### src/hw/rtl/rotl_pkg.sv
package rotl_pkg;

  localparam int TIME_W   = 63;
  localparam int LIMIT_W  = 40;
  localparam int MASK_W   = 4;
  localparam int CFG_IDX_W = 2;
  localparam int DEF_CHANNELS = 4;

  localparam logic [CFG_IDX_W-1:0] REG_ON_LIMIT = 2'd0;
  localparam logic [CFG_IDX_W-1:0] REG_COOLDOWN = 2'd1;
  localparam logic [CFG_IDX_W-1:0] REG_RELEASE  = 2'd2;

  localparam logic [LIMIT_W-1:0] ON_LIMIT_RST = 40'd1215040500;
  localparam logic [LIMIT_W-1:0] COOLDOWN_RST = 40'd1215040500;
  localparam logic [LIMIT_W-1:0] RELEASE_RST  = 40'd4090500;

  typedef struct packed {
    logic [LIMIT_W-1:0] on_limit;
    logic [LIMIT_W-1:0] cooldown;
    logic [LIMIT_W-1:0] release_lim;
  } cfg_t;

  typedef struct packed {
    logic blocked;
    logic forced;
  } chan_stat_t;

  // The elapsed time is taken modulo 2^64 as signed; since both stamps are
  // below 2^63, bit 63 of the difference is set exactly when time went back.
  function automatic logic reached(input logic [TIME_W-1:0] now,
                                   input logic [TIME_W-1:0] start,
                                   input logic [LIMIT_W-1:0] limit);
    logic [TIME_W:0] diff;
    diff = {1'b0, now} - {1'b0, start};
    return !diff[TIME_W] && (diff >= {{(TIME_W + 1 - LIMIT_W){1'b0}}, limit});
  endfunction

endpackage

### src/hw/rtl/rotl_cfg.sv
module rotl_cfg (
  input  logic                           clk,
  input  logic                           rst_n,
  input  logic                           cfg_valid,
  input  logic [rotl_pkg::CFG_IDX_W-1:0] cfg_index,
  input  logic [rotl_pkg::LIMIT_W-1:0]   cfg_data,
  output logic                           cfg_ready,
  output rotl_pkg::cfg_t                 cfg
);
  import rotl_pkg::*;

  cfg_t cfg_r;

  assign cfg_ready = 1'b1;
  assign cfg       = cfg_r;

  always_ff @(posedge clk) begin
    if (!rst_n) begin
      cfg_r.on_limit    <= ON_LIMIT_RST;
      cfg_r.cooldown    <= COOLDOWN_RST;
      cfg_r.release_lim <= RELEASE_RST;
    end else if (cfg_valid) begin
      case (cfg_index)
        REG_ON_LIMIT: cfg_r.on_limit    <= cfg_data;
        REG_COOLDOWN: cfg_r.cooldown    <= cfg_data;
        REG_RELEASE:  cfg_r.release_lim <= cfg_data;
        default: begin
          // Unknown indexes are ignored.
        end
      endcase
    end
  end

endmodule

### src/hw/rtl/rotl_chan.sv
module rotl_chan (
  input  logic                        clk,
  input  logic                        rst_n,
  input  logic                        upd,
  input  logic [rotl_pkg::TIME_W-1:0] now,
  input  logic                        motor,
  input  rotl_pkg::cfg_t              cfg,
  output rotl_pkg::chan_stat_t        stat
);
  import rotl_pkg::*;

  logic              run_active_r, run_active_nxt;
  logic              forced_r, forced_nxt;
  logic              rel_pend_r, rel_pend_nxt;
  logic [TIME_W-1:0] run_start_r, run_start_nxt;
  logic [TIME_W-1:0] forced_start_r, forced_start_nxt;
  logic [TIME_W-1:0] rel_start_r, rel_start_nxt;

  always_comb begin
    run_active_nxt   = run_active_r;
    forced_nxt       = forced_r;
    rel_pend_nxt     = rel_pend_r;
    run_start_nxt    = run_start_r;
    forced_start_nxt = forced_start_r;
    rel_start_nxt    = rel_start_r;
    if (!forced_r) begin
      if (motor) begin
        run_active_nxt = 1'b1;
        if (!run_active_r) begin
          run_start_nxt = now;
        end
        if (reached(now, run_start_nxt, cfg.on_limit)) begin
          forced_nxt       = 1'b1;
          forced_start_nxt = now;
        end
        rel_pend_nxt = 1'b0;
      end else if (run_active_r) begin
        rel_pend_nxt = 1'b1;
        if (!rel_pend_r) begin
          rel_start_nxt = now;
        end
        if (reached(now, rel_start_nxt, cfg.release_lim)) begin
          rel_pend_nxt   = 1'b0;
          run_active_nxt = 1'b0;
        end
      end
    end else if (reached(now, forced_start_r, cfg.cooldown)) begin
      forced_nxt     = 1'b0;
      run_active_nxt = 1'b0;
    end
  end

  // A channel that was forced at the start of the step stays blocked for it.
  assign stat.blocked = forced_r;
  assign stat.forced  = forced_nxt;

  always_ff @(posedge clk) begin
    if (!rst_n) begin
      run_active_r <= 1'b0;
      forced_r     <= 1'b0;
      rel_pend_r   <= 1'b0;
    end else if (upd) begin
      run_active_r <= run_active_nxt;
      forced_r     <= forced_nxt;
      rel_pend_r   <= rel_pend_nxt;
    end
  end

  // The time stamps are only read while their flag is set, so they need no reset.
  always_ff @(posedge clk) begin
    if (upd) begin
      run_start_r    <= run_start_nxt;
      forced_start_r <= forced_start_nxt;
      rel_start_r    <= rel_start_nxt;
    end
  end

endmodule

### src/hw/rtl/rumble_on_time_limiter.sv
// Rumble on-time limiter.
//
// Requests arrive on the in_ channel (valid/stall): a timer stamp, a motor-on
// mask and the busy and paused flags. Each request yields exactly one result
// on the out_ channel: the block mask and the forced-cooldown mask.
// Limits are set through the cfg_ write port (valid/ready, always ready);
// they should only be changed while no request is in flight.
//
// A request accepted into the input register moves on when the output
// register is free: the per-channel subtract-and-compare then updates the
// channel state and the result is stored in the output register, where
// out_valid rises. One request is taken every cycle while the receiver does
// not stall; the rate is set by the single channel update stage.
//
// Reset clears all channel state and loads the default limits. When the
// receiver stalls, the output register holds its result and the input
// register keeps the next request, so in_stall rises only when both are full.
module rumble_on_time_limiter #(
  parameter int CHANNELS = rotl_pkg::DEF_CHANNELS
) (
  input  logic                           clk,
  input  logic                           rst_n,
  input  logic                           in_valid,
  output logic                           in_stall,
  input  logic [rotl_pkg::TIME_W-1:0]    in_now_ticks,
  input  logic [rotl_pkg::MASK_W-1:0]    in_motor_on,
  input  logic                           in_system_busy,
  input  logic                           in_system_paused,
  output logic                           out_valid,
  input  logic                           out_stall,
  output logic [rotl_pkg::MASK_W-1:0]    out_block_mask,
  output logic [rotl_pkg::MASK_W-1:0]    out_forced_mask,
  input  logic                           cfg_valid,
  output logic                           cfg_ready,
  input  logic [rotl_pkg::CFG_IDX_W-1:0] cfg_index,
  input  logic [rotl_pkg::LIMIT_W-1:0]   cfg_data
);
  import rotl_pkg::*;

  localparam int NCH_OUT = (CHANNELS < MASK_W) ? CHANNELS : MASK_W;
  localparam logic [MASK_W-1:0] FULL_MASK = {MASK_W{1'b1}} >> (MASK_W - NCH_OUT);

  cfg_t cfg;

  // Input register.
  logic              s1_valid_r;
  logic [TIME_W-1:0] s1_now_r;
  logic [MASK_W-1:0] s1_motor_r;
  logic              s1_hold_r;

  // Output register.
  logic              out_valid_r;
  logic [MASK_W-1:0] out_block_r;
  logic [MASK_W-1:0] out_forced_r;

  logic adv;
  logic in_take;

  logic [CHANNELS-1:0] chan_blk;
  logic [CHANNELS-1:0] chan_frc;
  logic [MASK_W-1:0]   blk_mask;
  logic [MASK_W-1:0]   frc_mask;

  rotl_cfg u_cfg (
    .clk       (clk),
    .rst_n     (rst_n),
    .cfg_valid (cfg_valid),
    .cfg_index (cfg_index),
    .cfg_data  (cfg_data),
    .cfg_ready (cfg_ready),
    .cfg       (cfg)
  );

  // The stage moves on when the output register is empty or being emptied.
  assign adv      = s1_valid_r && (!out_valid_r || !out_stall);
  assign in_stall = s1_valid_r && !adv;
  assign in_take  = in_valid && !in_stall;

  // Channels past the motor field see their motor as off; output bits past
  // the mask width are dropped and missing channels read as zero.
  for (genvar i = 0; i < CHANNELS; i++) begin : g_chan
    logic       motor_bit;
    chan_stat_t stat;

    if (i < MASK_W) begin : g_in
      assign motor_bit = s1_motor_r[i];
    end else begin : g_none
      assign motor_bit = 1'b0;
    end

    rotl_chan u_chan (
      .clk   (clk),
      .rst_n (rst_n),
      .upd   (adv),
      .now   (s1_now_r),
      .motor (motor_bit),
      .cfg   (cfg),
      .stat  (stat)
    );

    assign chan_blk[i] = stat.blocked || s1_hold_r;
    assign chan_frc[i] = stat.forced;
  end

  for (genvar j = 0; j < MASK_W; j++) begin : g_out
    if (j < CHANNELS) begin : g_used
      assign blk_mask[j] = chan_blk[j];
      assign frc_mask[j] = chan_frc[j];
    end else begin : g_zero
      assign blk_mask[j] = 1'b0;
      assign frc_mask[j] = 1'b0;
    end
  end

  always_ff @(posedge clk) begin
    if (!rst_n) begin
      s1_valid_r  <= 1'b0;
      out_valid_r <= 1'b0;
    end else begin
      if (!in_stall) begin
        s1_valid_r <= in_valid;
      end
      if (adv) begin
        out_valid_r <= 1'b1;
      end else if (!out_stall) begin
        out_valid_r <= 1'b0;
      end
    end
  end

  always_ff @(posedge clk) begin
    if (in_take) begin
      s1_now_r   <= in_now_ticks;
      s1_motor_r <= in_motor_on;
      s1_hold_r  <= in_system_busy || in_system_paused;
    end
    if (adv) begin
      out_block_r  <= blk_mask;
      out_forced_r <= frc_mask;
    end
  end

  assign out_valid       = out_valid_r;
  assign out_block_mask  = out_block_r;
  assign out_forced_mask = out_forced_r;

  // A request that leaves the input register always lands in the output register.
  a_adv_lands: assert property (@(posedge clk) disable iff (!rst_n)
    adv |=> out_valid_r)
    else $error("advanced request did not reach the output register");

  // The input side is only held off while the input register is occupied.
  a_stall_full: assert property (@(posedge clk) disable iff (!rst_n)
    in_stall |-> (s1_valid_r && out_valid_r && out_stall))
    else $error("input stalled without a full pipeline");

  // While the system is busy or paused every channel is blocked.
  a_hold_blocks: assert property (@(posedge clk) disable iff (!rst_n)
    (adv && s1_hold_r) |=> (out_block_mask == FULL_MASK))
    else $error("busy or paused request did not block all channels");

  // A stalled result is never overwritten by the next request.
  a_no_overwrite: assert property (@(posedge clk) disable iff (!rst_n)
    (out_valid_r && out_stall) |-> !adv)
    else $error("stalled result overwritten");

endmodule
### config.mk
export PLATFORM = sky130hd
export DESIGN_NAME = rumble_on_time_limiter
export DESIGN_NICKNAME = d
export VERILOG_FILES = /design/src/hw/rtl/rotl_pkg.sv /design/src/hw/rtl/rotl_cfg.sv /design/src/hw/rtl/rotl_chan.sv /design/src/hw/rtl/rumble_on_time_limiter.sv
export SDC_FILE = /design/constraint.sdc
export NUM_CORES = 2
export LEC_CHECK = 0
export BUFFER_PORTS_ARGS = -buffer_cell sky130_fd_sc_hd__buf_4
export CORE_MARGIN = 10
export CORE_UTILIZATION = 60
export DETAILED_ROUTE_END_ITERATION = 16
export PLACE_DENSITY = 0.76
export SETUP_SLACK_MARGIN = 0.4
export SYNTH_ARGS = -nofsm -noshare
export SYNTH_HDL_FRONTEND = slang
export SYNTH_SLANG_ARGS = --single-unit
### constraint.sdc
create_clock -name clk -period 14.65 [get_ports clk]
set_input_delay 2.93 -clock clk [delete_from_list [all_inputs] [get_ports clk]]
set_output_delay 2.93 -clock clk [all_outputs]
set_load 0.005 [all_outputs]
==> impl_metrics.csv <==
group,metric,value,unit
worst_hold_path,hold_class,"flop to flop",
die,die_area,175900,µm²
setup_path,cp.depth,24,
setup_path,critical_path_buf_inv_count,2,
cts,numCtsBuffers,111,
route,via_per_inst,6.931,
layout,area.sequential,27700,µm²
cts,htree_levels,3,
timing,min_period,9400,ps
synthesis,async_reset_ff_share,0,%
layout,final_core_util,64.62,%
timing,max_freq,106.4,MHz
setup_path,path_delay_family,"simple AND/OR/NAND/NOR gates",
place,dp_hpwl,286200,µm
timing,rsz0062_at_grt,"false",
cts,cts-resized-gates,0,
place,placement.io_buffers,125,
global_routing,grt_pass1_wl,549100,µm
setup_path,r2r_cells,24,
power,powerDensity,99.03,nW/µm²
synthesis,synth_nets,12679,
timing,relSlewSlack,8.980,%
place,gp_congestion,1.037,
synthesis,yosys.area.top_type,"edfxtp_1",
setup_path,rrSetupSlack,5250,ps
synthesis,syn_inst,11315,
route,drt_first_pass_iters,8,
global_routing,grt_pass1_vias,91494,
timing,post-route-period-util,64.16,%
die,die_h,419.4,µm
place,pre_cts_ws,5382,ps
timing,hold_viol,0,
die,rows,146,
route,num_vias,92715,
timing,drv_slew,0,
cts,clk_path_buf_depth,3,
timing,setup_violations,0,
synthesis,postSynthAreaPerCell,8.459,µm²
flow_run,maxCapViolCount,0,
cts,cts_tree,"built",
setup_path,reg2reg_to,"g_chan[3].u_chan.forced_start_r[17]$_DFFE_PP_",
die,chipWidth,419.4,µm
route,drtIter0Drc,11419,
global_routing,grt.overflow.total,0,
place,post_dp_cell_area,98430,µm²
cts,cts_sinks,966,
setup_path,slowest_delay,930,ps
layout,nNetsFinal,12558,
synthesis,synth_edf_count,832,
power,ir_worst_vdd,0.1019,mV
timing,worst_slew_pin_slew,1331,ps
synthesis,yosys_warnings,0,
route,wire_per_inst,27.95,µm
status,status,"finished, final reports clean",
layout,area_delta_synth_final,7.050,%
setup_path,crit_arrival,9780,ps
synthesis,synth_top_area_share,26.10,%
setup_path,worstPathRequired,15030,ps
cts,hold_buffers,0,
synthesis,synth_area_leaders,"edfxtp_1, ha_1, a21oi_1, mux2i_1, inv_1",
setup_path,critical_path_class,"flop to flop",
die,core_area,158600,µm²
setup_path,endpoint,"g_chan[3].u_chan.forced_start_r[17]$_DFFE_PP_",
synthesis,syn-cell-area,95720,µm²
setup_path,cpMostUsedCell,"o21ai_0",
global_routing,grt_max_degree,85,
layout,multi_input_comb_area,62130,µm²
cts,cts_setup_buffers,0,
setup_path,crit_chain,"buf_4 > mux2i_1 > ha_1 > nand4_1 > nor3_1 > o21ai_0 > a311oi_1 > nor2b_1 > o21ai_0 > a21oi_1 > xnor2_1 > ha_1 > a21o_1 > a21o_1 > a21oi_1 > o21ai_0 > o2bb2ai_1 > nor4_1 > nand4_1 > or4_1 > or4_1 > nor4_2 > a211oi_4 > buf_4",
setup_path,worst_setup_path_end_kind,"flop",
synthesis,ys_seq_area_share,28.90,%
setup_path,start_kind,"flop",
setup_path,crit_slowest_cell,"a311oi_1",
die,io-pin-count,127,
timing,finClkSkew,40.31,ps
cts,clock-root-buffer,"clkbuf_16",
setup_path,worstSetupStartpoint,"g_chan[3].u_chan.run_active_r$_SDFFE_PN0P_",
cts,clkSlewWorstSetupHoldPaths,60,ps
synthesis,synth-main-ff-cell,"edfxtp_1",
timing,fin_ws,5250,ps
layout,design_area,102500,µm²
synthesis,ys_types,104,
timing,tns,0,ps
route,antenna_left,0,
die,initial_core_util,60.37,%
synthesis,synth_seq_cells,966,
power,leakagePower,42.21,nW
setup_path,crit-reg2reg-launch,"g_chan[3].u_chan.run_active_r$_SDFFE_PN0P_",
setup_path,crit_fanout,65,
route,wirelength,373800,µm
layout,fill_cells,12876,
global_routing,antenna_found_initial,12,
global_routing,grtUsageTotal,40.70,%
route,drc,0,
cts,clkLatencyLatePin,800,ps
layout,drive_gt1_share,5.234,%
==> sequential cells by signal, summed over array words and instances (netlist names), 4 cells and up <==
| name | cells |
|---|---|
| out_forced_mask | 4 |
| out_block_mask | 4 |
| g_chan.u_chan.forced_start_r | 252 |
| s1_now_r | 63 |
| g_chan.u_chan.run_active_r | 4 |
| g_chan.u_chan.forced_r | 4 |
| g_chan.u_chan.rel_pend_r | 4 |
| g_chan.u_chan.rel_start_r | 252 |
| s1_motor_r | 4 |
| u_cfg.cfg | 120 |
| g_chan.u_chan.run_start_r | 252 |
==> final cells by class <==
class	instances	share of cell area, %
multi-input combinational	8780	60.63
sequential	966	27.03
inverter	1069	3.917
clock buffer	129	2.917
tap	2072	2.530
timing repair buffer	266	1.946
clock inverter	82	0.9952
antenna	12	0.02931
==> worst min path at each step <==
stage	startpoint	end	slack, ps	cells after the start
after floorplan	u_cfg.cfg[100]$_SDFFE_PN0P_	u_cfg.cfg[100]$_SDFFE_PN0P_	440	2
after global placement	u_cfg.cfg[35]$_SDFFE_PN0P_	u_cfg.cfg[35]$_SDFFE_PN0P_	440	2
after detailed placement	u_cfg.cfg[15]$_SDFFE_PN0P_	u_cfg.cfg[15]$_SDFFE_PN0P_	450	2
after CTS	u_cfg.cfg[26]$_SDFFE_PN0P_	u_cfg.cfg[26]$_SDFFE_PN0P_	450	2
after global routing	u_cfg.cfg[26]$_SDFFE_PN0P_	u_cfg.cfg[26]$_SDFFE_PN0P_	470	2
final	u_cfg.cfg[32]$_SDFFE_PN0P_	u_cfg.cfg[32]$_SDFFE_PN0P_	460	2
==> cell usage after synthesis (all sizes together) (29+ instances only) <==
cell	count
a2111oi	36
a211o	35
a211oi	128
a21boi	46
a21o	351
a21oi	1144
a221oi	44
a31oi	116
and2	50
and3	59
and4	32
buf	52
clkbuf	447
dfxtp	134
edfxtp	832
ha	1236
inv	1068
mux2i	531
nand2	1052
nand2b	76
nand3	203
nand4	353
nor2	650
nor2b	79
nor3	194
nor4	77
o2111ai	29
o211ai	128
o21a	144
o21ai	678
o21bai	137
o22ai	32
o31ai	65
or2	43
or3	54
xnor2	328
xor2	240
==> layout by cell type, fill, tap and decap left out, types with 144 or more instances in the layout <==
cell type and n:
mux2i_1 531, inv_1 1066, nor3_1 193, buf_4 265
ha_1 1236, xnor2_1 328, xor2_1 240, nand2_1 1050
a21oi_1 1144, nand4_1 352, a21o_1 351, o21a_1 144
nor2_1 648, nand3_1 202, edfxtp_1 832, o21ai_0 655
==> report_power, final <==
part / total (mW) / switching [mW] / internal [mW]
Sequential: 3.13 / 0.0506 / 3.08
Combinational: 3.90 / 2.49 / 1.40
Clock: 3.12 / 1.34 / 1.78
Total: 10.1 / 3.88 / 6.26
==> worst min-delay path, cell delays in order (launching register included) <==
cell     delay (ps)
dfxtp_1         310
nand2_1          50
a21oi_1          50
==> stage by stage <==
step / hold slack [ps] / instances / power (mW)
6_report: 456.7 / 13376 / 10.15
5_1_grt: 473.8 / 13364 / 10.56
4_1_cts: 454.7 / 13364 / 10.00
3_5_place_dp: 446.3 / 13153 / 6.915
3_3_place_gp: 441.8 / 13152 / 6.821
2_1_floorplan: 436.3 / 11315 / 5.812
==> metal layers <==
layer | wire length (µm) | track usage (%) | up-vias | part of all wire (%)
met4 | 38790 | 35.26 | 10 | 10
met5 | 71 | 0 | - | 0.019
li1 | - | - | 41588 | -
met2 | 170700 | 67.29 | 5538 | 46
met1 | 126200 | 44.18 | 43871 | 34
met3 | 38030 | 8.819 | 1708 | 10
==> cells by family after synthesis <==
kind of cell / synth area share (%)
other: 0.003918
DFF: 28.90
muxes: 5.635
buffers and inverters: 6.287
adders and majority gates: 16.41
AOI/OAI and AO/OA: 22.48
xor gates and xnor gates: 5.197
and+or+nand+nor: 15.08
Note: power is estimated with default switching activity, not from simulation.
